### src/rtl/core/assert_macros.svh
// Assertion helpers used by sai_datapath. Each use expands to one labeled
// concurrent assertion clocked on the rising edge and disabled in reset.
`ifndef ASSERT_MACROS_SVH
`define ASSERT_MACROS_SVH

// Plain invariant that must hold at every clock edge out of reset.
`define SAI_ASSERT(lbl, clk, rstn, prop, msg) \
  lbl: assert property (@(posedge clk) disable iff (!rstn) (prop)) else $error(msg);

// Same-cycle implication.
`define SAI_ASSERT_IMPL(lbl, clk, rstn, ante, cons, msg) \
  `SAI_ASSERT(lbl, clk, rstn, (ante) |-> (cons), msg)

// Next-cycle implication.
`define SAI_ASSERT_NEXT(lbl, clk, rstn, ante, cons, msg) \
  `SAI_ASSERT(lbl, clk, rstn, (ante) |=> (cons), msg)

`endif

### src/rtl/core/sai_pkg.sv
`timescale 1ns / 1ps
package sai_pkg;

  localparam int DEPTH_DEF     = 256;
  localparam int KEY_WIDTH_DEF = 32;

  localparam int MODE_W   = 2;
  localparam int KEY_W    = 32;
  localparam int INDEX_W  = 8;
  localparam int POS_W    = 8;
  localparam int COUNT_W  = 9;
  localparam int STATUS_W = 2;
  localparam int CAP_W    = 9;

  localparam logic [CAP_W-1:0] CAP_RESET = 9'd256;

  typedef enum logic [MODE_W-1:0] {
    MODE_INSERT = 2'd0,
    MODE_REMOVE = 2'd1,
    MODE_GET    = 2'd2,
    MODE_NONE   = 2'd3
  } mode_e;

  typedef enum logic [STATUS_W-1:0] {
    ST_OK    = 2'd0,
    ST_FULL  = 2'd1,
    ST_RANGE = 2'd2
  } status_e;

  // Commands from the controller to the datapath.
  typedef struct packed {
    logic load;
    logic rd;
    logic step;
    logic done;
  } sai_cmd_t;

  // Status from the datapath back to the controller.
  typedef struct packed {
    logic skip;
    logic rd_last;
    logic step_last;
  } sai_stat_t;

endpackage

### src/rtl/core/sai_ctrl.sv
`timescale 1ns / 1ps
module sai_ctrl (
  input  logic              clk_i,
  input  logic              rst_ni,
  input  logic              start,
  output logic              busy,
  output sai_pkg::sai_cmd_t cmd_o,
  input  sai_pkg::sai_stat_t stat_i
);

  typedef enum logic [1:0] {
    S_IDLE,
    S_READ,
    S_STEP,
    S_FIN
  } state_e;

  state_e state_q;
  logic   busy_q;

  always_ff @(posedge clk_i or negedge rst_ni) begin
    if (!rst_ni) begin
      state_q <= S_IDLE;
      busy_q  <= 1'b0;
    end else begin
      case (state_q)
        S_IDLE: begin
          if (start) begin
            state_q <= S_READ;
            busy_q  <= 1'b1;
          end
        end
        S_READ: begin
          if (stat_i.skip || stat_i.rd_last) begin
            state_q <= S_FIN;
          end else begin
            state_q <= S_STEP;
          end
        end
        S_STEP: begin
          if (stat_i.step_last) begin
            state_q <= S_FIN;
          end else begin
            state_q <= S_READ;
          end
        end
        S_FIN: begin
          state_q <= S_IDLE;
          busy_q  <= 1'b0;
        end
        default: begin
          state_q <= S_IDLE;
          busy_q  <= 1'b0;
        end
      endcase
    end
  end

  assign busy       = busy_q;
  assign cmd_o.load = start && !busy_q;
  assign cmd_o.rd   = (state_q == S_READ);
  assign cmd_o.step = (state_q == S_STEP);
  assign cmd_o.done = (state_q == S_FIN);

endmodule

### config.mk
export PLATFORM = sky130hd
export DESIGN_NAME = sai_ctrl
export DESIGN_NICKNAME = d
export VERILOG_FILES = /design/src/rtl/core/assert_macros.svh /design/src/rtl/core/sai_pkg.sv /design/src/rtl/core/sai_ctrl.sv
export SDC_FILE = /design/constraint.sdc
export NUM_CORES = 1
export LEC_CHECK = 0
export BUFFER_PORTS_ARGS = -buffer_cell sky130_fd_sc_hd__buf_2
export CAP_MARGIN = 40
export CORE_AREA = 2 2 39 41
export CTS_BUF_LIST = sky130_fd_sc_hd__clkbuf_8
export DETAILED_ROUTE_END_ITERATION = 8
export DIE_AREA = 0 0 41 43
export GPL_TIMING_DRIVEN = 0
export PLACE_DENSITY = 0.3
export REMOVE_ABC_BUFFERS = 1
export SLEW_MARGIN = 25
export SYNTH_ARGS = -nofsm -noshare
export SYNTH_HDL_FRONTEND = slang
export SYNTH_SLANG_ARGS = --single-unit
### constraint.sdc
create_clock -name clk_i -period 1.9 [get_ports clk_i]
set_input_delay 0.095 -clock clk_i [delete_from_list [all_inputs] [get_ports clk_i]]
set_output_delay 0.095 -clock clk_i [all_outputs]
set_load 0.01 [all_outputs]
==> impl_metrics.xml, run 1 <==
<?xml version="1.0" encoding="UTF-8"?>
<metrics>
  <group name="run_status">
    <metric name="run_status" unit="">completed</metric>
  </group>
  <group name="logic_synthesis">
    <metric name="post-synth-top-area-fraction" unit="%">50.4</metric>
    <metric name="synthesis.area_per_instance" unit="um^2">10.6</metric>
    <metric name="netlist-cell-type-count" unit="">9</metric>
    <metric name="synth_cells" unit="">14</metric>
    <metric name="synthesis.yosys.warnings" unit="">0</metric>
    <metric name="synth-adder-area-share" unit="%">0</metric>
    <metric name="synth_seq_cells" unit="">3</metric>
    <metric name="share_of_synthesized_area_spent_on_multiplexers" unit="%">0</metric>
    <metric name="synth-seq-area-share" unit="%">50.4</metric>
    <metric name="largest_family_of_logic_cells_by_synthesized_area" unit="">simple AND/OR/NAND/NOR gates</metric>
    <metric name="mappedNetlistArea" unit="um^2">149</metric>
    <metric name="synth-xor-area-share" unit="%">0</metric>
    <metric name="synth_compound_gate_area_share" unit="%">21.0</metric>
    <metric name="synth_top_cell_by_area" unit="">sky130_fd_sc_hd__dfrtp_1</metric>
    <metric name="synth.area.top_cells" unit="">sky130_fd_sc_hd__dfrtp_1, sky130_fd_sc_hd__a21o_1, sky130_fd_sc_hd__and2b_1</metric>
    <metric name="synth-simple-area-share" unit="%">28.6</metric>
  </group>
  <group name="layout">
    <metric name="syn2layout_area_growth" unit="%">84.0</metric>
    <metric name="finish.instance_area" unit="um^2">274</metric>
    <metric name="layout.filler_cells" unit="">159</metric>
    <metric name="layout_cell_share_with_drive_strength_beyond_1" unit="%">51.7</metric>
    <metric name="finish.net_count" unit="">36</metric>
    <metric name="fin_util" unit="%">19.8</metric>
    <metric name="antenna_cells_inserted" unit="">0</metric>
  </group>
  <group name="power">
    <metric name="p_per_area" unit="nW/um^2">1740</metric>
    <metric name="vdd_ir_drop_max" unit="V">0.000254</metric>
    <metric name="power_leakage" unit="nW">0.152</metric>
  </group>
  <group name="drt">
    <metric name="postRouteAntennaNets" unit="">0</metric>
    <metric name="routed_wirelength" unit="um">334</metric>
    <metric name="drt_pre_antenna_iters" unit="">3</metric>
    <metric name="drc" unit="">0</metric>
    <metric name="drt_iter0_markers" unit="">2</metric>
    <metric name="drt-wirelength-per-cell" unit="um">7.42</metric>
    <metric name="vias" unit="">152</metric>
    <metric name="avgViaCountPerCell" unit="">3.38</metric>
  </group>
  <group name="cts">
    <metric name="postCtsSetupBuffers" unit="">0</metric>
    <metric name="insertion_delay" unit="ns">0.21</metric>
    <metric name="cts_root_buf" unit="">sky130_fd_sc_hd__clkbuf_8</metric>
    <metric name="tritoncts" unit="">built</metric>
    <metric name="max-clock-path-buffers" unit="">2</metric>
    <metric name="number_of_buffers_created_by_cts" unit="">3</metric>
    <metric name="numClockSinks" unit="">3</metric>
    <metric name="clkSlewWorstSetupHoldPaths" unit="ns">0.03</metric>
    <metric name="htreeDepth" unit="">1</metric>
  </group>
  <group name="min_path">
    <metric name="worst_hold_path_type" unit="">in -&gt; reg</metric>
    <metric name="min_delay_path_depth" unit="">2</metric>
    <metric name="hold_start" unit="">stat_i[0]</metric>
    <metric name="min_delay_worst_endpoint" unit="">state_q[1]</metric>
  </group>
  <group name="floorplanning">
    <metric name="initial_utilization" unit="%">10.8</metric>
    <metric name="die_height" unit="um">43</metric>
    <metric name="fp.dieW" unit="um">41</metric>
    <metric name="row_count" unit="">14</metric>
    <metric name="design.core.area" unit="um^2">1380</metric>
    <metric name="io_pins" unit="">11</metric>
    <metric name="die_area" unit="um^2">1760</metric>
  </group>
  <group name="grt">
    <metric name="grt_start_max_net_pins" unit="">7</metric>
    <metric name="grt_overflow_total" unit="">0</metric>
    <metric name="grt_pass1_wl" unit="um">531</metric>
    <metric name="gr-usage-all-layers" unit="%">5.03</metric>
    <metric name="grt_antenna_before_repair" unit="">0</metric>
    <metric name="first_global_vias" unit="">150</metric>
  </group>
  <group name="timing">
    <metric name="finalSetupViolCount" unit="">0</metric>
    <metric name="max_freq" unit="MHz">908</metric>
    <metric name="slew-limit-headroom" unit="%">89.5</metric>
    <metric name="worst_hold_margin" unit="ns">0.0991</metric>
    <metric name="report.final.hold_viol_count" unit="">0</metric>
    <metric name="slew_at_the_pin_closest_to_its_max_slew_limit" unit="ns">0.156</metric>
    <metric name="clock-skew-final" unit="ns">0.00240</metric>
    <metric name="tcrit_tclk_final" unit="%">57.9</metric>
    <metric name="final.min_clock_period" unit="ns">1.10</metric>
    <metric name="setup-tns-final" unit="ns">0</metric>
    <metric name="slew_violations" unit="">0</metric>
    <metric name="rsz0062_at_grt" unit="">no</metric>
  </group>
  <group name="setup_path">
    <metric name="start_point_of_the_critical_path" unit="">state_q[1]</metric>
    <metric name="start_kind" unit="">flip-flop</metric>
    <metric name="timing.critical_path.required" unit="ns">1.80</metric>
    <metric name="worst_r2r_endpoint" unit="">state_q[1]</metric>
    <metric name="critical_path.reg2reg.startpoint" unit="">state_q[0]</metric>
    <metric name="worstSetupPathType" unit="">reg -&gt; out</metric>
    <metric name="worst_ep_arrival_time" unit="ns">1.01</metric>
    <metric name="cp_max_fo" unit="">6</metric>
    <metric name="setup.worst_path.end_class" unit="">primary output</metric>
    <metric name="reg2reg_slack" unit="ns">1.00</metric>
    <metric name="worst-r2r-cell-count" unit="">2</metric>
  </group>
  <group name="run">
    <metric name="max-cap-violations" unit="">0</metric>
  </group>
  <group name="place">
    <metric name="dpl-instance-area" unit="um^2">219</metric>
    <metric name="place.gp.congestion" unit="">0.546</metric>
    <metric name="io_buffer_count" unit="">10</metric>
  </group>
</metrics>
## sequential cells by signal, summed over array words and instances, names as in the netlist
register  cells
busy          1
state_q       2
## what timing repair did
item | in CTS | in global routing
gates resized for setup | 0 | 0
hold endpoints to repair | 3 | 0
hold buffers | 1 | 0
## logic make-up (layout without fill, tap and decap cells)
| family | count (synthesis) | in the layout |
|---|---|---|
| simple gates | 7 | 7 |
| flops | 3 | 3 |
| compound gates | 4 | 4 |
| buf+inv | 0 | 15 |
## worst max-delay path: stages, from the launching register on
cell and delay, ns:
sky130_fd_sc_hd__dfrtp_1 0.40, sky130_fd_sc_hd__and2b_1 0.25, sky130_fd_sc_hd__buf_2 0.14
## layout by cell type (no fill, tap or decap)
cell	n
sky130_fd_sc_hd__inv_1	1
sky130_fd_sc_hd__dlygate4sd3_1	1
sky130_fd_sc_hd__dfrtp_1	3
sky130_fd_sc_hd__buf_2	10
sky130_fd_sc_hd__o2bb2ai_1	1
sky130_fd_sc_hd__a21o_1	2
sky130_fd_sc_hd__and2_2	1
sky130_fd_sc_hd__nor2b_1	1
sky130_fd_sc_hd__clkbuf_8	3
sky130_fd_sc_hd__a21boi_0	1
sky130_fd_sc_hd__or2_2	1
sky130_fd_sc_hd__nor2_1	2
sky130_fd_sc_hd__and2b_1	2
## synthesized netlist by cell type, drive strengths merged
| library cell | count |
|---|---|
| a21o | 2 |
| and2 | 1 |
| a21boi | 1 |
| nor2b | 1 |
| dfrtp | 3 |
| and2b | 2 |
| or2 | 1 |
| o2bb2ai | 1 |
| nor2 | 2 |
## through the flow
step	total power [W]	std cells	worst slack, ns
4_1_cts	0.000491	45	0.773
2_1_floorplan	0.000233	14	1.02
3_3_place_gp	0.000306	40	0.998
6_report	0.000476	45	0.799
5_1_grt	0.000517	45	0.736
3_5_place_dp	0.000304	40	0.993
## final cells by class
class | instances | area (um^2) | area share [%]
flip-flops and latches | 3 | 75.1 | 27.4
clock inverters | 1 | 3.75 | 1.37
repair buffers | 11 | 60.1 | 21.9
multi-input cells | 11 | 73.8 | 26.9
clock buffers | 3 | 41.3 | 15.1
well taps | 16 | 20.0 | 7.31
## worst max path at each step
stage / to / slack (ns) / cells after the start
floorplan: state_q[1] / 1.02 / 2
global placement: state_q[1] / 1.0 / 2
detailed placement: state_q[1] / 0.99 / 2
CTS: cmd_o[2] / 0.77 / 2
global route: cmd_o[2] / 0.74 / 2
finish: cmd_o[2] / 0.80 / 2
## metal layers
layer	track usage (%)	part of all wire [%]	vias to the layer above	wire, um
met5	0	0	-	0
met4	6.00	0	0	0
met3	3.14	12	0	39
met2	6.25	51	8	169
met1	4.85	38	67	126
li1	-	-	77	-
## where the power goes
part           internal (W)  switching [W]
registers         0.0000979      0.0000340
clock network      0.000137      0.0000393
logic             0.0000911      0.0000761
total              0.000326       0.000149
(Power assumes the default switching activity.)
==> run 2, diff against run 1 <==
==> constraint.sdc (replaced) <==
create_clock -name clk_i -period 1.05 [get_ports clk_i]
set_input_delay 0.0525 -clock clk_i [delete_from_list [all_inputs] [get_ports clk_i]]
set_output_delay 0.0525 -clock clk_i [all_outputs]
set_load 0.01 [all_outputs]
==> run 2 against run 1 <==
  * Routed wire length up 4.2%
  * Total power is 94% higher
  * Cell count increased by 4.4%
  * Via count grew 5.3%
  * Die area is the same
  * Hold slack got worse by 0.042 ns
==> impl_metrics.xml, run 2 (synthesized netlist as in run 1, its figures left out) <==
<?xml version="1.0" encoding="UTF-8"?>
<metrics>
  <group name="setup_path">
    <metric name="worstPathCellList" unit="">and2b_1, buf_2</metric>
    <metric name="critPathMaxStageDelay" unit="ns">0.41</metric>
    <metric name="worst-r2r-cell-count" unit="">3</metric>
    <metric name="timing.critical_path.required" unit="ns">1.00</metric>
    <metric name="start_kind" unit="">flip-flop</metric>
    <metric name="critical_path_depth" unit="">2</metric>
    <metric name="critPathBufInv" unit="">1</metric>
    <metric name="cp_max_fo" unit="">6</metric>
    <metric name="critPathSlowestCell" unit="">sky130_fd_sc_hd__dfrtp_1</metric>
    <metric name="worstSetupPathType" unit="">reg -&gt; out</metric>
    <metric name="path_delay_family" unit="">flip-flops</metric>
    <metric name="worst_ep_arrival_time" unit="ns">0.99</metric>
    <metric name="setup.worst_path.end_class" unit="">primary output</metric>
    <metric name="reg2reg_slack" unit="ns">0.04</metric>
  </group>
  <group name="power">
    <metric name="switching_share" unit="%">30.7</metric>
    <metric name="sequentialPowerShare" unit="%">25.6</metric>
    <metric name="p_comb_share" unit="%">39.7</metric>
    <metric name="p_per_area" unit="nW/um^2">3190</metric>
    <metric name="power_report.internal_total" unit="W">0.000638</metric>
    <metric name="p_switching" unit="W">0.000283</metric>
    <metric name="p_clk_share" unit="%">34.7</metric>
    <metric name="power_leakage" unit="nW">0.162</metric>
    <metric name="vdd_ir_drop_max" unit="V">0.000478</metric>
  </group>
  <group name="layout">
    <metric name="registers.top_by_ff_count" unit="">state_q</metric>
    <metric name="fin_util" unit="%">20.9</metric>
    <metric name="area_used_by_multi_input_combinational_logic" unit="um^2">73.8</metric>
    <metric name="finish.net_count" unit="">38</metric>
    <metric name="antenna_cells_inserted" unit="">0</metric>
    <metric name="layout_common_cells" unit="">sky130_fd_sc_hd__buf_2, sky130_fd_sc_hd__dfrtp_1, sky130_fd_sc_hd__clkbuf_8</metric>
    <metric name="layout_cell_share_with_drive_strength_beyond_1" unit="%">54.8</metric>
    <metric name="layout.cells.most_common" unit="">sky130_fd_sc_hd__buf_2</metric>
    <metric name="largest_register_ffs" unit="">2</metric>
    <metric name="syn2layout_area_growth" unit="%">94.1</metric>
    <metric name="final-seq-area" unit="um^2">75.1</metric>
    <metric name="layout.filler_cells" unit="">157</metric>
  </group>
  <group name="timing">
    <metric name="final.min_clock_period" unit="ns">1.04</metric>
    <metric name="tcrit_tclk_final" unit="%">99.0</metric>
    <metric name="slew_at_the_pin_closest_to_its_max_slew_limit" unit="ns">0.156</metric>
    <metric name="rsz0062_at_grt" unit="">yes</metric>
    <metric name="slew-limit-headroom" unit="%">89.5</metric>
    <metric name="slew_violations" unit="">0</metric>
    <metric name="setup-tns-final" unit="ns">0</metric>
    <metric name="max_freq" unit="MHz">962</metric>
    <metric name="report.final.hold_viol_count" unit="">0</metric>
    <metric name="finalSetupViolCount" unit="">0</metric>
    <metric name="clock-skew-final" unit="ns">0.00240</metric>
  </group>
  <group name="cts">
    <metric name="numClockSinks" unit="">3</metric>
    <metric name="cts.repair.resized" unit="">0</metric>
    <metric name="clkSlewWorstSetupHoldPaths" unit="ns">0.03</metric>
    <metric name="tritoncts" unit="">built</metric>
    <metric name="insertion_delay" unit="ns">0.21</metric>
    <metric name="number_of_buffers_created_by_cts" unit="">3</metric>
    <metric name="htreeDepth" unit="">1</metric>
    <metric name="cts_root_buf" unit="">sky130_fd_sc_hd__clkbuf_8</metric>
    <metric name="max-clock-path-buffers" unit="">2</metric>
  </group>
  <group name="drt">
    <metric name="drt_pre_antenna_iters" unit="">3</metric>
    <metric name="drt_iter0_markers" unit="">2</metric>
    <metric name="postRouteAntennaNets" unit="">0</metric>
    <metric name="drc" unit="">0</metric>
    <metric name="vias" unit="">160</metric>
    <metric name="avgViaCountPerCell" unit="">3.40</metric>
    <metric name="drt-wirelength-per-cell" unit="um">7.40</metric>
    <metric name="routed_wirelength" unit="um">348</metric>
  </group>
  <group name="grt">
    <metric name="grt_antenna_before_repair" unit="">0</metric>
    <metric name="grt_pass1_wl" unit="um">545</metric>
    <metric name="gr-usage-all-layers" unit="%">5.13</metric>
    <metric name="first_global_vias" unit="">156</metric>
    <metric name="grt_overflow_total" unit="">0</metric>
    <metric name="grt_start_max_net_pins" unit="">7</metric>
  </group>
  <group name="floorplanning">
    <metric name="die_height" unit="um">43</metric>
    <metric name="design.core.area" unit="um^2">1380</metric>
    <metric name="fp.dieW" unit="um">41</metric>
    <metric name="io_pins" unit="">11</metric>
    <metric name="die_area" unit="um^2">1760</metric>
    <metric name="initial_utilization" unit="%">10.8</metric>
    <metric name="row_count" unit="">14</metric>
  </group>
  <group name="run">
    <metric name="max-cap-violations" unit="">0</metric>
  </group>
  <group name="place">
    <metric name="io_buffer_count" unit="">10</metric>
    <metric name="place.gp.congestion" unit="">0.546</metric>
  </group>
  <group name="min_path">
    <metric name="min_delay_path_depth" unit="">2</metric>
    <metric name="worst_hold_path_type" unit="">in -&gt; reg</metric>
  </group>
  <group name="run_status">
    <metric name="run_status" unit="">completed</metric>
  </group>
</metrics>
## run 2: cell count changes in the layout (fill, tap and decap cells not counted)
cell,delta
sky130_fd_sc_hd__buf_4,+2
## run 2: cell type report
cell class / instances / area share (%)
Multi-Input combinational cell: 11 / 25.5
Clock buffer: 3 / 14.3
Sequential cell: 3 / 26.0
Clock inverter: 1 / 1.30
Timing Repair Buffer: 13 / 26.0
Tap cell: 16 / 6.93
## run 2: power by group through the flow
stage / clock (W) / sequential, W / combinational, W
3_3_place_gp: 0 / 0.000242 / 0.000312
5_1_grt: 0.000338 / 0.000252 / 0.000409
2_1_floorplan: 0 / 0.000235 / 0.000186
3_5_place_dp: 0 / 0.000243 / 0.000308
4_1_cts: 0.000332 / 0.000244 / 0.000343
6_report: 0.000320 / 0.000236 / 0.000366
## run 2: routing by layer
metal  vias to the layer above  global-route usage [%]  share of wire [%]
li1                         81                       -                  -
met4                         0                    6.00                  0
met5                         -                       0                  0
met2                         8                    6.56                 51
met1                        71                    4.85                 37
met3                         0                    3.14                 11
## run 2: final timing paths
| path | startpoint | to |
|---|---|---|
| min in group asynchronous | rst_ni | busy |
| worst max register to register | state_q[1] | state_q[1] |
| worst max-delay path | state_q[1] | cmd_o[2] |
| worst min-delay path | stat_i[0] | state_q[1] |
| max in group asynchronous | rst_ni | state_q[0] |
| worst min register to register | state_q[0] | state_q[0] |
## run 2: per-stage QoR
| step | total power (W) | hold slack (ns) | setup slack [ns] | cells | instance area (um^2) |
|---|---|---|---|---|---|
| after global placement | 0.000554 | -0.151 | 0.148 | 40 | 219 |
| after floorplan | 0.000422 | -0.243 | 0.166 | 14 | 149 |
| after CTS | 0.000919 | 0.0590 | -0.00158 | 46 | 282 |
| final | 0.000922 | 0.0575 | 0.0104 | 47 | 289 |
| after global routing | 0.000999 | 0.0686 | -0.0405 | 47 | 289 |
| after detailed placement | 0.000551 | -0.150 | 0.143 | 40 | 219 |
## run 2: what timing repair did
action                                  CTS  global route
hold buffers                              1             0
endpoints found under the setup margin    1             4
buffers inserted                          1             1
endpoints found under the hold margin     3             0
==> run 3, diff against run 2 <==
--- a/config.mk
+++ b/config.mk
@@ -5,6 +5,7 @@
 export SDC_FILE = /design/constraint.sdc
 export NUM_CORES = 1
 export LEC_CHECK = 0
+export ABC_AREA = 1
 export BUFFER_PORTS_ARGS = -buffer_cell sky130_fd_sc_hd__buf_2
 export CAP_MARGIN = 40
 export CORE_AREA = 2 2 39 41
==> constraint.sdc (replaced) <==
create_clock -name clk_i -period 0.9 [get_ports clk_i]
set_input_delay 0.045 -clock clk_i [delete_from_list [all_inputs] [get_ports clk_i]]
set_output_delay 0.045 -clock clk_i [all_outputs]
set_load 0.01 [all_outputs]
==> run 3 against run 2 <==
  * The run now ends with negative setup slack left
  * Cell count grew 15%
  * First-iteration DRC count unchanged
  * Clock skew fell by 0.0013 ns
  * Clock power rose by 17%
  * Area after synthesis up 1.7%
  * Sequential cell count is the same
  * Combinational power down 2%
  * Via count increased by 6.3%
  * Global-route usage is 0.20 points lower
  * Non-clock buffer count decreased by 2
  * Core utilization decreased by 0.90 points
  * Critical path depth grew 2
==> impl_metrics.xml, run 3 <==
<?xml version="1.0" encoding="UTF-8"?>
<metrics>
  <group name="drt">
    <metric name="drc" unit="">0</metric>
    <metric name="routed_wirelength" unit="um">350</metric>
    <metric name="avgViaCountPerCell" unit="">3.15</metric>
    <metric name="vias" unit="">170</metric>
    <metric name="postRouteAntennaNets" unit="">0</metric>
    <metric name="drt_iter0_markers" unit="">2</metric>
    <metric name="drt_pre_antenna_iters" unit="">3</metric>
    <metric name="drt-wirelength-per-cell" unit="um">6.48</metric>
  </group>
  <group name="logic_synthesis">
    <metric name="synth.area.top_cells" unit="">sky130_fd_sc_hd__dfrtp_1, sky130_fd_sc_hd__nand2_1, sky130_fd_sc_hd__inv_1</metric>
    <metric name="number_of_enable_flip_flop_cells_after_synthesis" unit="">0</metric>
    <metric name="yosys_most_used_dff" unit="">sky130_fd_sc_hd__dfrtp_1</metric>
    <metric name="synth_top_cell_by_area" unit="">sky130_fd_sc_hd__dfrtp_1</metric>
    <metric name="netlist-cell-type-count" unit="">5</metric>
    <metric name="synth_cells" unit="">23</metric>
    <metric name="synth.cells.most_frequent" unit="">sky130_fd_sc_hd__nand2_1, sky130_fd_sc_hd__inv_1, sky130_fd_sc_hd__dfrtp_1, sky130_fd_sc_hd__nor2_1, sky130_fd_sc_hd__nor3_1</metric>
    <metric name="synthesis.yosys.warnings" unit="">0</metric>
    <metric name="synth_seq_cells" unit="">3</metric>
    <metric name="post-synth-top-area-fraction" unit="%">49.6</metric>
    <metric name="async_flop_share" unit="%">100</metric>
    <metric name="synth-seq-area-share" unit="%">49.6</metric>
    <metric name="mappedNetlistArea" unit="um^2">151</metric>
    <metric name="yosys.cell_count.top_type" unit="">sky130_fd_sc_hd__nand2_1</metric>
    <metric name="synthesis.area_per_instance" unit="um^2">6.58</metric>
  </group>
  <group name="grt">
    <metric name="grt_antenna_before_repair" unit="">0</metric>
    <metric name="first_global_vias" unit="">151</metric>
    <metric name="grt_overflow_total" unit="">0</metric>
    <metric name="gr-usage-all-layers" unit="%">4.93</metric>
    <metric name="grt_start_max_net_pins" unit="">5</metric>
    <metric name="grt_pass1_wl" unit="um">496</metric>
  </group>
  <group name="layout">
    <metric name="layout.filler_cells" unit="">174</metric>
    <metric name="finish.net_count" unit="">45</metric>
    <metric name="syn2layout_area_growth" unit="%">82.6</metric>
    <metric name="layout_common_cells" unit="">sky130_fd_sc_hd__nand2_1, sky130_fd_sc_hd__buf_2, sky130_fd_sc_hd__inv_1</metric>
    <metric name="antenna_cells_inserted" unit="">0</metric>
    <metric name="layout_cell_share_with_drive_strength_beyond_1" unit="%">34.2</metric>
    <metric name="largest_register_ffs" unit="">2</metric>
    <metric name="registers.top_by_ff_count" unit="">state_q</metric>
    <metric name="fin_util" unit="%">20.0</metric>
    <metric name="final-seq-area" unit="um^2">75.1</metric>
    <metric name="area_used_by_multi_input_combinational_logic" unit="um^2">53.8</metric>
  </group>
  <group name="cts">
    <metric name="numClockSinks" unit="">3</metric>
    <metric name="number_of_buffers_created_by_cts" unit="">3</metric>
    <metric name="tritoncts" unit="">built</metric>
    <metric name="cts_root_buf" unit="">sky130_fd_sc_hd__clkbuf_8</metric>
    <metric name="clkSlewWorstSetupHoldPaths" unit="ns">0.03</metric>
    <metric name="insertion_delay" unit="ns">0.21</metric>
    <metric name="htreeDepth" unit="">1</metric>
    <metric name="cts.repair.resized" unit="">0</metric>
    <metric name="max-clock-path-buffers" unit="">2</metric>
    <metric name="postCtsSetupBuffers" unit="">0</metric>
  </group>
  <group name="floorplanning">
    <metric name="fp.dieW" unit="um">41</metric>
    <metric name="design.core.area" unit="um^2">1380</metric>
    <metric name="row_count" unit="">14</metric>
    <metric name="die_height" unit="um">43</metric>
    <metric name="io_pins" unit="">11</metric>
    <metric name="die_area" unit="um^2">1760</metric>
    <metric name="initial_utilization" unit="%">10.9</metric>
  </group>
  <group name="place">
    <metric name="place.gp.congestion" unit="">0.610</metric>
    <metric name="post-place-ws" unit="ns">0.0809</metric>
    <metric name="io_buffer_count" unit="">10</metric>
    <metric name="hpwl" unit="um">292</metric>
  </group>
  <group name="timing">
    <metric name="final.min_clock_period" unit="ns">0.947</metric>
    <metric name="setup-tns-final" unit="ns">-0.0982</metric>
    <metric name="slew_violations" unit="">0</metric>
    <metric name="worst_hold_margin" unit="ns">0.0381</metric>
    <metric name="final.setup.worst_slack" unit="ns">-0.0473</metric>
    <metric name="max_freq" unit="MHz">1060</metric>
    <metric name="tcrit_tclk_final" unit="%">105</metric>
    <metric name="slew-limit-headroom" unit="%">89.9</metric>
    <metric name="slew_at_the_pin_closest_to_its_max_slew_limit" unit="ns">0.151</metric>
    <metric name="rsz0062_at_grt" unit="">yes</metric>
    <metric name="report.final.hold_viol_count" unit="">0</metric>
    <metric name="finalSetupViolCount" unit="">3</metric>
    <metric name="clock-skew-final" unit="ns">0.00105</metric>
  </group>
  <group name="run_status">
    <metric name="failed_checks" unit="">negative setup slack</metric>
    <metric name="run_status" unit="">complete, but fails checks</metric>
  </group>
  <group name="setup_path">
    <metric name="setup.worst_path.end_class" unit="">primary output</metric>
    <metric name="worst_ep_arrival_time" unit="ns">0.90</metric>
    <metric name="worstSetupPathType" unit="">reg -&gt; out</metric>
    <metric name="timing.critical_path.required" unit="ns">0.85</metric>
    <metric name="start_kind" unit="">flip-flop</metric>
    <metric name="cp_max_fo" unit="">4</metric>
  </group>
  <group name="power">
    <metric name="post-layout-total-power" unit="W">0.000996</metric>
    <metric name="vdd_ir_drop_max" unit="V">0.000828</metric>
    <metric name="power_leakage" unit="nW">0.183</metric>
    <metric name="p_per_area" unit="nW/um^2">3600</metric>
  </group>
  <group name="run">
    <metric name="max-cap-violations" unit="">0</metric>
  </group>
  <group name="min_path">
    <metric name="worst_hold_path_type" unit="">in -&gt; reg</metric>
  </group>
</metrics>
## run 3: changes by cell type after synthesis, sizes merged
| cell | delta |
|---|---|
| a21boi | -1 |
| a21o | -2 |
| and2 | -1 |
| and2b | -2 |
| inv | +6 |
| nand2 | +10 |
| nor2 | +1 |
| nor2b | -1 |
| nor3 | +1 |
| o2bb2ai | -1 |
| or2 | -1 |
## run 3: critical path, cell delays in order, from the launching register on
cell,delay (ns)
sky130_fd_sc_hd__dfrtp_1,0.39
sky130_fd_sc_hd__inv_1,0.07
sky130_fd_sc_hd__nand2_1,0.05
sky130_fd_sc_hd__inv_1,0.06
sky130_fd_sc_hd__buf_2,0.12
## run 3: stage by stage
step | std cells | area [um^2]
CTS | 54 | 277
global placement | 49 | 221
global route | 54 | 277
floorplan | 23 | 151
finish | 54 | 277
detailed placement | 49 | 221
## run 3: final timing paths
path	to	slack [ns]	start	cells after the start
max	cmd_o[1]	-0.05	state_q[0]	4
min	state_q[1]	0.04	stat_i[0]	3
max reg2reg	state_q[0]	0.09	state_q[0]	4
min reg2reg	busy	0.51	busy	2
max in group asynchronous	state_q[0]	0.63	rst_ni	2
min in group asynchronous	state_q[1]	0.16	rst_ni	2
## run 3: kinds of logic after synthesis
logic type | count (synthesis) | synth area share, %
buffers and inverters | 6 | 14.9
DFF | 3 | 49.6
and+or+nand+nor | 14 | 35.5
## run 3: final cells by class
| class | instances | share of cell area (%) |
|---|---|---|
| Tap cell | 16 | 7.24 |
| Timing Repair Buffer | 11 | 21.7 |
| Clock inverter | 1 | 1.36 |
| Multi-Input combinational cell | 14 | 19.5 |
| Inverter | 6 | 8.14 |
| Sequential cell | 3 | 27.1 |
| Clock buffer | 3 | 14.9 |
## run 3: power breakdown
part,internal [W],leakage (nW),switching [W]
clock network,0.000290,0.0269,0.0000848
registers,0.000206,0.0356,0.0000564
logic,0.000150,0.120,0.000209
## run 3: metal layers
layer  wire, um  track usage (%)  vias to the layer above
met1        121             2.92                       72
li1           -                -                       94
met3         28             3.14                        0
met4          0             8.00                        0
met2        200             6.88                        4
met5          0                0                        -
## run 3: what timing repair did
item	CTS	global route
cloned	0	0
pin swaps	0	1
endpoints found under the hold margin	3	0
setup endpoints to repair	3	4
hold buffers	1	0
